`src/sv/chp_pkg.sv`:
```
// Shared constants and types for the convex hull perimeter block.
// Used by convex_hull_perimeter and chp_isqrt; depends on nothing.
package chp_pkg;

  localparam int MAX_POINTS = 1024;
  localparam int COORD_BITS = 16;
  localparam int AW         = $clog2(MAX_POINTS);
  localparam int CW         = $clog2(MAX_POINTS + 1);
  localparam int DW         = COORD_BITS + 1;       // coordinate difference
  localparam int PW         = 2 * DW;               // product of two differences
  localparam int D2W        = 2 * COORD_BITS + 2;   // dx*dx + dy*dy
  localparam int RADW       = D2W + 32;             // radicand, 16 fraction bits in root
  localparam int ROOTW      = RADW / 2;
  localparam int REMW       = ROOTW + 4;
  localparam int SUMW       = 48;
  localparam int PERIMW     = 34;

  typedef struct packed {
    logic signed [COORD_BITS-1:0] y;
    logic signed [COORD_BITS-1:0] x;
  } point_t;

endpackage

```
`src/sv/chp_isqrt.sv`:
```
// Bit-serial integer square root of (d2 << 32), one result bit per cycle.
// Depends on chp_pkg.
module chp_isqrt import chp_pkg::*; (
  input  logic             clk_i,
  input  logic             rst_ni,
  input  logic             start_i,
  input  logic [D2W-1:0]   d2_i,
  output logic             done_o,
  output logic [ROOTW-1:0] root_o
);

  logic [RADW-1:0]  rad_q;
  logic [REMW-1:0]  rem_q;
  logic [ROOTW-1:0] root_q;
  logic [$clog2(ROOTW+1)-1:0] cnt_q;
  logic             busy_q, done_q;
  logic [REMW-1:0]  rem_n, trial;

  assign rem_n  = {rem_q[REMW-3:0], rad_q[RADW-1 -: 2]};
  assign trial  = {{(REMW-ROOTW-2){1'b0}}, root_q, 2'b01};
  assign done_o = done_q;
  assign root_o = root_q;

  always_ff @(posedge clk_i or negedge rst_ni) begin
    if (!rst_ni) begin
      busy_q <= 1'b0;
      done_q <= 1'b0;
      cnt_q  <= '0;
    end else begin
      done_q <= 1'b0;
      if (start_i) begin
        rad_q  <= {d2_i, 32'd0};
        rem_q  <= '0;
        root_q <= '0;
        cnt_q  <= ($clog2(ROOTW+1))'(ROOTW);
        busy_q <= 1'b1;
      end else if (busy_q) begin
        rad_q <= {rad_q[RADW-3:0], 2'b00};
        if (rem_n >= trial) begin
          rem_q  <= rem_n - trial;
          root_q <= {root_q[ROOTW-2:0], 1'b1};
        end else begin
          rem_q  <= rem_n;
          root_q <= {root_q[ROOTW-2:0], 1'b0};
        end
        cnt_q <= cnt_q - 1'b1;
        if (cnt_q == 1) begin
          busy_q <= 1'b0;
          done_q <= 1'b1;
        end
      end
    end
  end

endmodule

```
`config.mk`:
```
export PLATFORM = sky130hd
export DESIGN_NAME = chp_isqrt
export DESIGN_NICKNAME = d
export VERILOG_FILES = /design/src/sv/chp_pkg.sv /design/src/sv/chp_isqrt.sv
export SDC_FILE = /design/constraint.sdc
export NUM_CORES = 1
export LEC_CHECK = 0
export ABC_AREA = 1
export BUFFER_PORTS_ARGS = -buffer_cell sky130_fd_sc_hd__buf_4
export CORE_MARGIN = 2
export CORE_UTILIZATION = 60
export CTS_BUF_LIST = sky130_fd_sc_hd__clkbuf_8
export CTS_CLUSTER_DIAMETER = 120
export DETAILED_ROUTE_END_ITERATION = 8
export PLACE_DENSITY_LB_ADDON = 0.08
export SLEW_MARGIN = 20
export SYNTH_ARGS = -nofsm -noshare
export SYNTH_HDL_FRONTEND = slang
export SYNTH_SLANG_ARGS = --single-unit
```
`constraint.sdc`:
```
create_clock -name clk_i -period 3.4 [get_ports clk_i]
set_input_delay 0.51 -clock clk_i [delete_from_list [all_inputs] [get_ports clk_i]]
set_output_delay 0.51 -clock clk_i [all_outputs]
set_load 0.01 [all_outputs]
```
# Yosys cells after proc, flatten, opt, wreduce, memory -nomap -nowiden
# Cells that the tools add are included.
[word_totals]
register_bits = 144
out_inout_bits = 34
[classes]
order_cmp = 1
reduce_logical = 2
mux = 14
add_sub_neg = 2
eq_ne = 1
[op_table]
columns = ["op", "count"]
rows = [
  ["two-way mux 66 bit", 2],
  ["two-way mux 37 bit", 2],
  [">= comparator 37 x 35 -> 1 bit", 1],
  ["subtractor 37 x 35 -> 37 bit", 1],
  ["two-way mux 33 bit", 1],
  ["two-way mux 6 bit", 2],
  ["two-way mux 1 bit", 7],
  ["== test 6 x 1 -> 1 bit (second input constant)", 1],
  ["subtractor 6 x 1 -> 6 bit (second input constant)", 1],
  ["AND reduction 2 bit", 1],
  ["nonzero test 2 bit", 1],
]

# Longest topological paths before layout
# Gate-level depths: netlist of run 1.
[depth]
word_depth = 4
depth_mapped = 18
depth_no_buf = 18

# Least setup slack after synthesis of run 1
# Ideal clock, no wire load.
[synth_path]
path_kind = "input to register"
startpoint = "input start_i"
endpoint = "register rad_q[32] (enable)"
stages = 3
setup_ns = 0.425
setup_slack_ns = 0.720
path_buffers = 1
arrival_time_ns = 2.254
path_cell_list = "nor2_1 clkbuf_1 nor2_1"
[synth_between]
elab_chain_cells = 2
[synth_lines]
columns = ["element", "line_no", "source"]
rows = [
  ["start, declared", "chp_isqrt.sv:6", "input logic start_i,"],
  ["nonzero test 2 bit (no line)", "-", ""],
  ["AND reduction 2 bit (no line)", "-", ""],
  ["end signal, assigned", "chp_isqrt.sv:32", "rad_q <= {d2_i, 32'd0};"],
  ["end signal, assigned", "chp_isqrt.sv:38", "rad_q <= {rad_q[RADW-3:0], 2'b00};"],
  ["end, declared", "chp_isqrt.sv:12", "logic [RADW-1:0] rad_q;"],
]
# No other way between the ends.
# A chain may end at the register's enable or synchronous reset.

# Worst setup path in the final report of run 1
[layout_path]
startpoint = "register rem_q[24]"
endpoint = "register rem_q[28] (data pin)"
[layout_between]
elab_chain_cells = 3
[layout_lines]
columns = ["element", "line_no", "source"]
rows = [
  ["start, declared", "chp_isqrt.sv:13", "logic [REMW-1:0] rem_q;"],
  ["start signal, assigned", "chp_isqrt.sv:40", "rem_q <= rem_n - trial;"],
  ["start signal, assigned", "chp_isqrt.sv:43", "rem_q <= rem_n;"],
  ["subtractor 37 x 35 -> 37 bit or >= comparator 37 x 35 -> 1 bit (tied branches)", "chp_isqrt.sv:40, chp_isqrt.sv:39", ""],
  ["two-way mux 37 bit *", "chp_isqrt.sv:39", "if (rem_n >= trial) begin"],
  ["two-way mux 37 bit *", "chp_isqrt.sv:37", "end else if (busy_q) begin"],
]
# Every way passes the cells marked *; elsewhere a longest branch is shown, timed or not.

==> results.md, run 1 <==
- The DRC marker count from the first detailed-route iteration is slightly above 400.
- Yosys mapped the design onto 37 distinct sky130hd cell types.
- Including well taps, the total number of placed cells is 1341.
- The final layout contains routed wiring with a total length of roughly 21000 um.
- For the finished layout, the period the worst path requires is between 2 and 3 ns.
- The non-filler instance count after layout is between 1000 and 1500.
- The largest single stage delay on the critical path is approximately 0.56 ns.
- The final setup TNS is 0 ns.
- The share of total power dissipated in the clock network is 0.192.
- Walking the worst path, the cells encountered are ha_1 > nand2_1 > nand2_1 > nand2_1 > and2_1 > nand2_1 > a21oi_2 > nand4_4 > nand2_1 > nand2_1 > nand2_1 > nand2_1.
- Of the cells placed in the final design, the portion with a size suffix greater than 1 is 0.127.
- The net count after synthesis is 1185.
- Clock skew on the completed layout was measured at between 0.02 and 0.025 ns.
- For hold timing, the worst endpoint is rad_q[32]$_DFFE_PP_.
- The floorplan step defined a die boundary enclosing 16200 um^2.
- The data required time at the worst endpoint is ~3.6 ns.
- The cell with the biggest individual delay on the critical path is sky130_fd_sc_hd__nand4_4.
- STA classifies the critical path startpoint as a flop.
- For this run, asynchronously set or reset flops after synthesis account for 0.0563.
- The post-DP HPWL is roughly 15000 um.
- Once placement finished, the instance area stood at around 10000 um^2.
- Of the total power, registers draw 0.353.
- The worst register-to-register path ends at rem_q[28]$_SDFFCE_PP0P_.
- The post-synthesis instance area is 9130 um^2.
- The post-cts gate resize count is 0.
- The origin of the worst setup path is rem_q[24]$_SDFFCE_PP0P_.
- After global routing the overflow that remains totals 0.
- The most used routing layer is met2.
- In this run the count of I/O pins placed on the die edge is a little over 70.
- Routability-driven placement finished with a final weighted congestion of between 0.9 and 1.
- Dividing the final minimum period by the clock period gives 0.849.
- The number of buffers created by CTS is 17.
- The source of the worst register-to-register timing path is rem_q[24]$_SDFFCE_PP0P_.
- The number of global-route vias before repair is roughly 7300.
- The hold violation total from the final report was 0.
- The relative slew slack is 0.478.
- Across the run, the number of max-cap violations was 0.
- CTS saw around 140 sinks.
- The internal power is roughly 4 mW.
- By count the netlist is led by sky130_fd_sc_hd__nand2_1, sky130_fd_sc_hd__inv_1, sky130_fd_sc_hd__edfxtp_1.
- Based on the critical path, the design can be clocked at up to about 0.35 GHz.
- The most numerous cell on the critical path is sky130_fd_sc_hd__nand2_1.
- Setup slack on the worst reg-to-reg path comes out at roughly 0.51 ns.
- The cell count after synthesis is about 1100.
- The most instantiated flip-flop cell in the synthesis netlist is sky130_fd_sc_hd__edfxtp_1.
- The power density over the cells is approximately 700 nW/um^2.
- The analysis attributes to net switching a power of around 3.0 mW.
- Of all cell types, the one taking the most synthesized area is sky130_fd_sc_hd__edfxtp_1.
- The post-synthesis register bit count is approximately 140.
- For this run, the post-layout net count is around 1200.
- The worst-case hold slack is ~0.33 ns.
- The met2 usage is 0.458.
- The number of antenna violations at the first check in global routing is 0.
- The worst-path maximum fanout is 36.
- The number of setup violations in the final report is 0.
- The most used standard cell by instance count after synthesis is sky130_fd_sc_hd__nand2_1.
- The die boundary height is about 130 um.
- The total area inside the core boundary comes to approximately 15000 um^2.
- The mean number of vias per cell is roughly 5.5.
- The per-cell routed wire length is 15.5 um.
- No sink is reached through more buffers than the 2 on the longest clock path.
- TritonCTS built the clock tree.
- Counting flops with a built-in enable in the synthesized netlist gives roughly 130.
- The finished layout cell area is 10200 um^2.
- The met1 track demand over resource in global routing is 0.369.
- The class of the tightest hold or removal check is in -> reg.
- The number of fill cells in the layout is around 1300.
- At the worst endpoint, the arrival time is ~3.1 ns.
- After synthesis, the cell types taking the most area are sky130_fd_sc_hd__edfxtp_1, sky130_fd_sc_hd__nand2_1, sky130_fd_sc_hd__inv_1, sky130_fd_sc_hd__nand3_1, sky130_fd_sc_hd__ha_1.
- For this run, the total global-route usage over all layers was measured as 0.277.
- The run finished with clean final reports.
- The source-to-sink clock delay at the later pin of the worst-skew pair is between 0.4 and 0.5 ns.
- The synthesis warning total is 0.
- The number of input and output port buffers inserted is 70.
- The vias after detailed routing is approximately 7500.
- From synthesis to final layout, the design area changed by 11.4%.
- STA classifies the critical path endpoint as a flop.
- The clock tree synthesis step divided the H-tree into 4 levels.
- The cell count of the worst reg-to-reg path is 12.
- The first-pass GRT wire length is approximately 36000 um.
- Of the total power, combinational logic draws 0.455.
- The post-route antenna net violation count is 0.
- The largest net degree at the start of global routing is 70.
- For this run, design rule violations remaining after detail routing come to 0.
- Setup repair after global routing left no endpoint under its margin.
- The initial utilization of the core area, before any placement, comes to 0.607.
- The worst-case setup margin in the final layout is 0.514 ns.
- The horizontal die dimension is ~130 um.
- In this run the mean area of a mapped cell was roughly 8.2 um^2.
- 0 antenna diodes ended up in the layout.
- In the global route stage, met3 resource usage came out at 0.0498.
- The final design utilization is 0.677.
- The worst vdd rail ir drop is just under 0.5 mV.
- Of the total power, the share spent switching nets is 0.422.
- The cell sitting at the root of the clock tree is a sky130_fd_sc_hd__clkbuf_8.
- The clock-pin slew on the worst setup and hold paths is around 0.09 ns.
- The fraction of the yosys area taken by sequential cells is 0.463.
- The worst hold path passes through 3 cells.
- The total count of max-transition violations in the final report came to 0.
- The design draws around 7.1 mW.
- The kind of critical path is reg -> reg.
- The worst slack after detailed placement is between 0.4 and 0.5 ns.
- The floorplan has 45 rows.
- The worst min-delay path startpoint is d2_i[0].
- The portion of synthesized cell area occupied by the leading cell type is 0.441.
- The pre-antenna-repair detailed-routing pass consisted of 5 iterations.
- The analysis attributes to cell leakage a power of 4.95 nW.
- The actual slew at the worst max-slew pin is a little under 0.8 ns.
[power groups by stage]
stage / Sequential (mW) / Clock [mW] / Combinational [mW]
floorplan: 2.52 / 0 / 2.47
global placement: 2.54 / 0 / 3.20
detailed placement: 2.54 / 0 / 3.22
CTS: 2.51 / 1.37 / 3.24
global route: 2.55 / 1.44 / 3.70
finish: 2.51 / 1.37 / 3.24
[layer usage]
| layer | vias to the layer above | routed length, um |
|---|---|---|
| met5 | - | 0 |
| li1 | 3804 | - |
| met2 | 196 | 10200 |
| met1 | 3459 | 9610 |
| met3 | 34 | 981 |
| met4 | 0 | 533 |
[final cells by class]
class                   count  area (um^2)  area share
flip-flops and latches    142         4220       0.415
clock buffers              17          234      0.0230
inverters                 220          826      0.0812
repair buffers             80          628      0.0618
clock inverters            15          151      0.0149
well taps                 188          235      0.0231
multi-input cells         712         3870       0.381
[worst max path at each step]
| stage | depth (start not counted) | endpoint | slack (ns) |
|---|---|---|---|
| 2_1_floorplan | 3 | rad_q[32]$_DFFE_PP_ | 0.72 |
| 3_5_place_dp | 14 | rem_q[28]$_SDFFCE_PP0P_ | 0.49 |
| 3_3_place_gp | 12 | rem_q[28]$_SDFFCE_PP0P_ | 0.46 |
| 4_1_cts | 14 | rem_q[28]$_SDFFCE_PP0P_ | 0.46 |
| 5_1_grt | 14 | rem_q[28]$_SDFFCE_PP0P_ | 0.20 |
| 6_report | 12 | rem_q[28]$_SDFFCE_PP0P_ | 0.51 |
[state kept, by name (all words and copies together), names as in the netlist]
signal / cells
busy_q: 1
cnt_q: 6
done_o: 1
rad_q: 66
rem_q: 35
root_o: 33
[worst max-delay path: cells and delay by family, from the launching register on]
kind,cells,cell delay (ns)
AO/OA/AOI/OAI,1,0.18
flip-flops,1,0.45
AND/OR/NAND/NOR,10,1.63
adder cells (fa/ha/maj),1,0.38
[cell usage in the layout, fill, tap and decap left out, drive strengths merged, types with 3 or more instances in the layout]
cell type and instances:
clkinv 3, ha 37, xnor2 15, nand2 299, nand3b 8, buf 79
o22ai 63, nand3 111, edfxtp 134, and2 3, dfrtp 8, clkinvlp 3
nor2 56, nand4 3, a22o 32, a21oi 30, inv 228, nor3 10
o21ai 33, clkbuf 17, nor4 3, o21bai 4
[cell families (layout without fill, tap and decap cells)]
| logic type | after synthesis | count (layout) | synth area share |
|---|---|---|---|
| adder cells (fa/ha/maj) | 37 | 37 | 0.0507 |
| AND/OR/NAND/NOR | 494 | 494 | 0.242 |
| XOR/XNOR | 17 | 17 | 0.0163 |
| AO/OA/AOI/OAI | 164 | 164 | 0.114 |
| flip-flops | 142 | 142 | 0.463 |
| buffers and inverters | 257 | 332 | 0.114 |
[timing repair]
action                    CTS  global route
hold endpoints to repair    4             0
hold buffers                1             0
setup buffers               0             0
(Power assumes the default switching activity.)
==> run 2, diff against run 1 <==
--- a/config.mk
+++ b/config.mk
@@ -5,10 +5,10 @@
 export SDC_FILE = /design/constraint.sdc
 export NUM_CORES = 1
 export LEC_CHECK = 0
-export ABC_AREA = 1
+export ABC_AREA = 0
 export BUFFER_PORTS_ARGS = -buffer_cell sky130_fd_sc_hd__buf_4
 export CORE_MARGIN = 2
-export CORE_UTILIZATION = 60
+export CORE_UTILIZATION = 57
 export CTS_BUF_LIST = sky130_fd_sc_hd__clkbuf_8
 export CTS_CLUSTER_DIAMETER = 120
 export DETAILED_ROUTE_END_ITERATION = 8
==> constraint.sdc (replaced) <==
create_clock -name clk_i -period 2.6 [get_ports clk_i]
set_input_delay 0.39 -clock clk_i [delete_from_list [all_inputs] [get_ports clk_i]]
set_output_delay 0.39 -clock clk_i [all_outputs]
set_load 0.01 [all_outputs]
==> run 2 against run 1 <==
Compared with the run above: the run now ends with negative setup slack left; sequential power grew 39%; largest cell class is now multi-input combinational cells; register-to-register slack lost 0.83 ns; setup slack lost 0.83 ns; synthesized cell count shrank 26%; clock skew shrank 0.0087 ns; final cell count shrank 7.9%; combinational power grew 130%.
==> results.md, run 2 <==
- The flow ran to the end, but the final reports show violations.
- The checks that failed: negative setup slack.
- The vias after detailed routing is ~7400.
- STA classifies the critical path endpoint as a flop.
- The clock sink count is between 100 and 150.
- The worst register-to-register path has a depth of 10.
- The post-route antenna net violation count is 0.
- The register with the most flip-flops in the layout has 66 of them.
- The worst clock skew is roughly 0.014 ns.
- The DRC marker count from the first detailed-route iteration is approximately 460.
- After clock tree synthesis, the flow added hold-fix buffers numbering 0.
- In the final routed layout, each cell accounts on average for 17.9 um.
- The number of antenna violations at the first check in global routing is 0.
- The CTS tree is yes.
- The number of clock buffers added by TritonCTS is 17.
- STA classifies the critical path startpoint as a flop.
- At the worst endpoint, the arrival time is 3.12 ns.
- The register name with the most flops is rad_q.
- The diode insertion count for antenna repair is 0.
- The cell count after synthesis is between 800 and 900.
- The placer's final routability congestion estimate is 0.924.
- The maximum clock insertion buffer count is 2.
- The number of placement rows is 44.
- Of the available clock period, the critical path in the final layout requires 1.12.
- Headroom to the max-slew limit came out at 0.621.
- The number of global-route vias before repair is 7542.
- The library cell used most frequently in the layout, excluding fill and tap cells, is sky130_fd_sc_hd__buf_4.
- By area the synthesized netlist is led by sky130_fd_sc_hd__edfxtp_1, sky130_fd_sc_hd__mux2i_1, sky130_fd_sc_hd__ha_1, sky130_fd_sc_hd__nor2_1, sky130_fd_sc_hd__a22o_1.
- After clock tree synthesis, the clock-pin slew on the worst setup and hold paths is 0.08 ns.
- The async set-reset flop share out of synthesis is 0.0563.
- Data on the critical path is required at its endpoint by 2.81 ns.
- Along the worst path, the maximum fanout reaches 7.
- The fmax is 0.343 GHz.
- The post-route minimum period is just under 3 ns.
- The setup check on the worst reg-to-reg path leaves a slack of -0.31 ns.
- The actual slew at the worst max-slew pin is ~0.56 ns.
- Setup violations remaining at the end of the flow were counted as 36.
- The mean number of vias per cell is between 5 and 6.
- The final setup TNS is -8.40 ns.
- The die boundary height is between 100 and 150 um.
- Once detailed placement completed, the half-perimeter wirelength came to ~15000 um.
- The fraction of the yosys area taken by sequential cells is 0.489.
- The post-synthesis register bit count is 142.
- The share of post-route cells with drive strength above 1 is 0.384.
- The hold violation total from the final report is 0.
- Leaving out fill and tap cells, the most frequent cells in the layout are sky130_fd_sc_hd__buf_4, sky130_fd_sc_hd__edfxtp_1, sky130_fd_sc_hd__nor2_1, sky130_fd_sc_hd__mux2i_1, sky130_fd_sc_hd__nand2_1.
- For hold timing, the worst endpoint is rad_q[33]$_DFFE_PP_.
- The floorplan step defined a die boundary enclosing 16200 um^2.
- At the end of the flow the core is filled with cells to 0.803.
- The starting density of the core is 0.590.
- The first detailed-routing pass ran for 6 iterations.
- sky130_fd_sc_hd__edfxtp_1 takes more of the synthesized area than any other cell.
- For this block, the routed nets add up to about 23000 um of wire.
- Relative to the synthesized area, the layout overhead comes to 36.2%.
- The worst min-delay path startpoint is d2_i[1].
- The cell sitting at the root of the clock tree is a sky130_fd_sc_hd__clkbuf_8.
- The post-synthesis instance area is ~8600 um^2.
- The commonest cells after synthesis are sky130_fd_sc_hd__edfxtp_1, sky130_fd_sc_hd__nor2_1, sky130_fd_sc_hd__nand2_1.
- The most used standard cell by instance count after synthesis is sky130_fd_sc_hd__edfxtp_1.
- Across the VDD grid, the largest voltage drop is about 0.6 mV.
- The largest net degree at the start of global routing is a little over 90.
- The mean area per synthesized cell is approximately 11 um^2.
- The worst setup path is of the reg -> reg kind.
- The count of max-cap constraint violations is 0.
- Setup repair after global routing could not meet its margin everywhere.
- In this run the horizontal extent of the chip is 127 um.
- The global-route usage over all layers is 0.282.
- During placement, the flow inserted port buffers numbering 70.
- For this design the static power due to leakage is around 5.4 nW.
- The H-tree level count is 4.
- The total count of max-transition violations in the final report is 0.
- The worst-case setup margin in the final layout is -0.314 ns.
- The remaining global-route overflow is 0.
- The number of enable-type register cells in the synthesized netlist is ~130.
- The class of the tightest hold or removal check is in -> reg.
- The endpoint identified for the worst register-to-register timing path is rem_q[21]$_SDFFCE_PP0P_.
- During I/O placement, the number of pins put on the boundary was 71.
- The netlist uses 63 different library cells.
- The final layout contains 1142 nets.
- After detailed routing, the number of remaining DRC violations is 0.
- The first-pass GRT wire length is 36600 um.
- Of the post-synthesis cell area, the dominant cell type holds 0.466.
- In this run the critical register-to-register path is launched from root_o[16]$_SDFFCE_PP0P_.
- The worst hold path passes through 3 cells.
- The power density over the cells is between 1000 and 1500 nW/um^2.
- The core outline area is between 10000 and 15000 um^2.
- When the netlist entered floorplanning its net count stood at between 800 and 900.
- The most instantiated flip-flop cell in the synthesis netlist is sky130_fd_sc_hd__edfxtp_1.
- For this run, the number of Yosys warnings is 0.
- The source-to-sink clock delay at the later pin of the worst-skew pair is 0.46 ns.
## run 2: cell types whose count changed after synthesis, moves of 9 or more
cell                       delta
sky130_fd_sc_hd__a21o_1       +9
sky130_fd_sc_hd__a311oi_2    +17
sky130_fd_sc_hd__inv_1      -171
sky130_fd_sc_hd__mux2i_1     +63
sky130_fd_sc_hd__nand2_1    -217
sky130_fd_sc_hd__nand3_1     -85
sky130_fd_sc_hd__nand3_2     -15
sky130_fd_sc_hd__nor2_1      +61
sky130_fd_sc_hd__o21ai_0     +16
sky130_fd_sc_hd__o21ai_1     -18
sky130_fd_sc_hd__o22ai_1     -61
sky130_fd_sc_hd__xor2_1      +12
## run 2: layer usage
| metal | share of wire | vias up | global-route usage |
|---|---|---|---|
| met2 | 0.48 | 229 | 0.463 |
| met4 | 0.018 | 0 | 0.0924 |
| li1 | - | 3539 | - |
| met1 | 0.45 | 3579 | 0.388 |
| met5 | 0 | - | 0 |
| met3 | 0.046 | 41 | 0.0448 |
## run 2: cells by family (layout without fill, tap and decap cells)
group,after synthesis,in the layout,share of synthesized area
adders and majority gates,37,37,0.0536
buffers and inverters,91,355,0.0435
DFF,142,142,0.489
and+or+nand+nor,255,255,0.130
AOI/OAI and AO/OA,195,195,0.176
xor gates and xnor gates,32,32,0.0324
muxes,65,65,0.0756
## run 2: worst max path at each step
stage	start	end	slack, ns	cells past startpoint
3_3_place_gp	rem_q[17]$_SDFFCE_PP0P_	rem_q[21]$_SDFFCE_PP0P_	-0.46	8
6_report	root_o[16]$_SDFFCE_PP0P_	rem_q[21]$_SDFFCE_PP0P_	-0.31	10
3_5_place_dp	rem_q[16]$_SDFFCE_PP0P_	rem_q[7]$_SDFFCE_PP0P_	-0.45	9
4_1_cts	root_o[16]$_SDFFCE_PP0P_	rem_q[7]$_SDFFCE_PP0P_	-0.29	10
5_1_grt	rem_q[22]$_SDFFCE_PP0P_	rem_q[19]$_SDFFCE_PP0P_	-0.40	10
2_1_floorplan	root_o[16]$_SDFFCE_PP0P_	rem_q[21]$_SDFFCE_PP0P_	-0.30	11
## run 2: critical path, cell delays in order, from the launching register on
cell	delay, ns
sky130_fd_sc_hd__edfxtp_1	0.42
sky130_fd_sc_hd__inv_2	0.10
sky130_fd_sc_hd__ha_4	0.20
sky130_fd_sc_hd__a21o_1	0.21
sky130_fd_sc_hd__a211oi_4	0.32
sky130_fd_sc_hd__a211oi_2	0.13
sky130_fd_sc_hd__a41o_1	0.22
sky130_fd_sc_hd__o31a_1	0.30
sky130_fd_sc_hd__a21o_4	0.28
sky130_fd_sc_hd__mux2_4	0.32
sky130_fd_sc_hd__a22o_1	0.18
## run 2: repair_timing
item / CTS / global route
pin swaps: 24 / 14
gates resized for setup: 72 / 33
setup buffers: 14 / 6
endpoints found under the setup margin: 36 / 36
hold endpoints to repair: 0 / 0
gates cloned: 1 / 0
## run 2: area by class of cell
type / count / area [um^2]
Clock buffer: 17 / 234
Clock inverter: 15 / 138
Fill cell: 934 / 2880
Inverter: 45 / 169
Multi-Input combinational cell: 584 / 4540
Sequential cell: 142 / 4230
Tap cell: 184 / 230
Timing Repair Buffer: 278 / 2220
## run 2: power by group
group	internal, mW	switching, mW	leakage [nW]
combinational	3.84	3.74	3.72
sequential	3.15	0.329	1.46
clock	0.765	0.927	0.184
## run 2: metrics by stage
step | area [um^2] | worst slack, ns | hold WS (ns) | instances | power, mW
floorplan | 8700 | -0.299 | 0.0944 | 817 | 7.27
global placement | 10700 | -0.461 | 0.499 | 1213 | 9.67
detailed placement | 10700 | -0.446 | 0.527 | 1213 | 9.86
CTS | 11600 | -0.286 | 0.199 | 1260 | 12.3
global route | 11800 | -0.405 | 0.210 | 1265 | 13.5
finish | 11800 | -0.314 | 0.219 | 1265 | 12.7
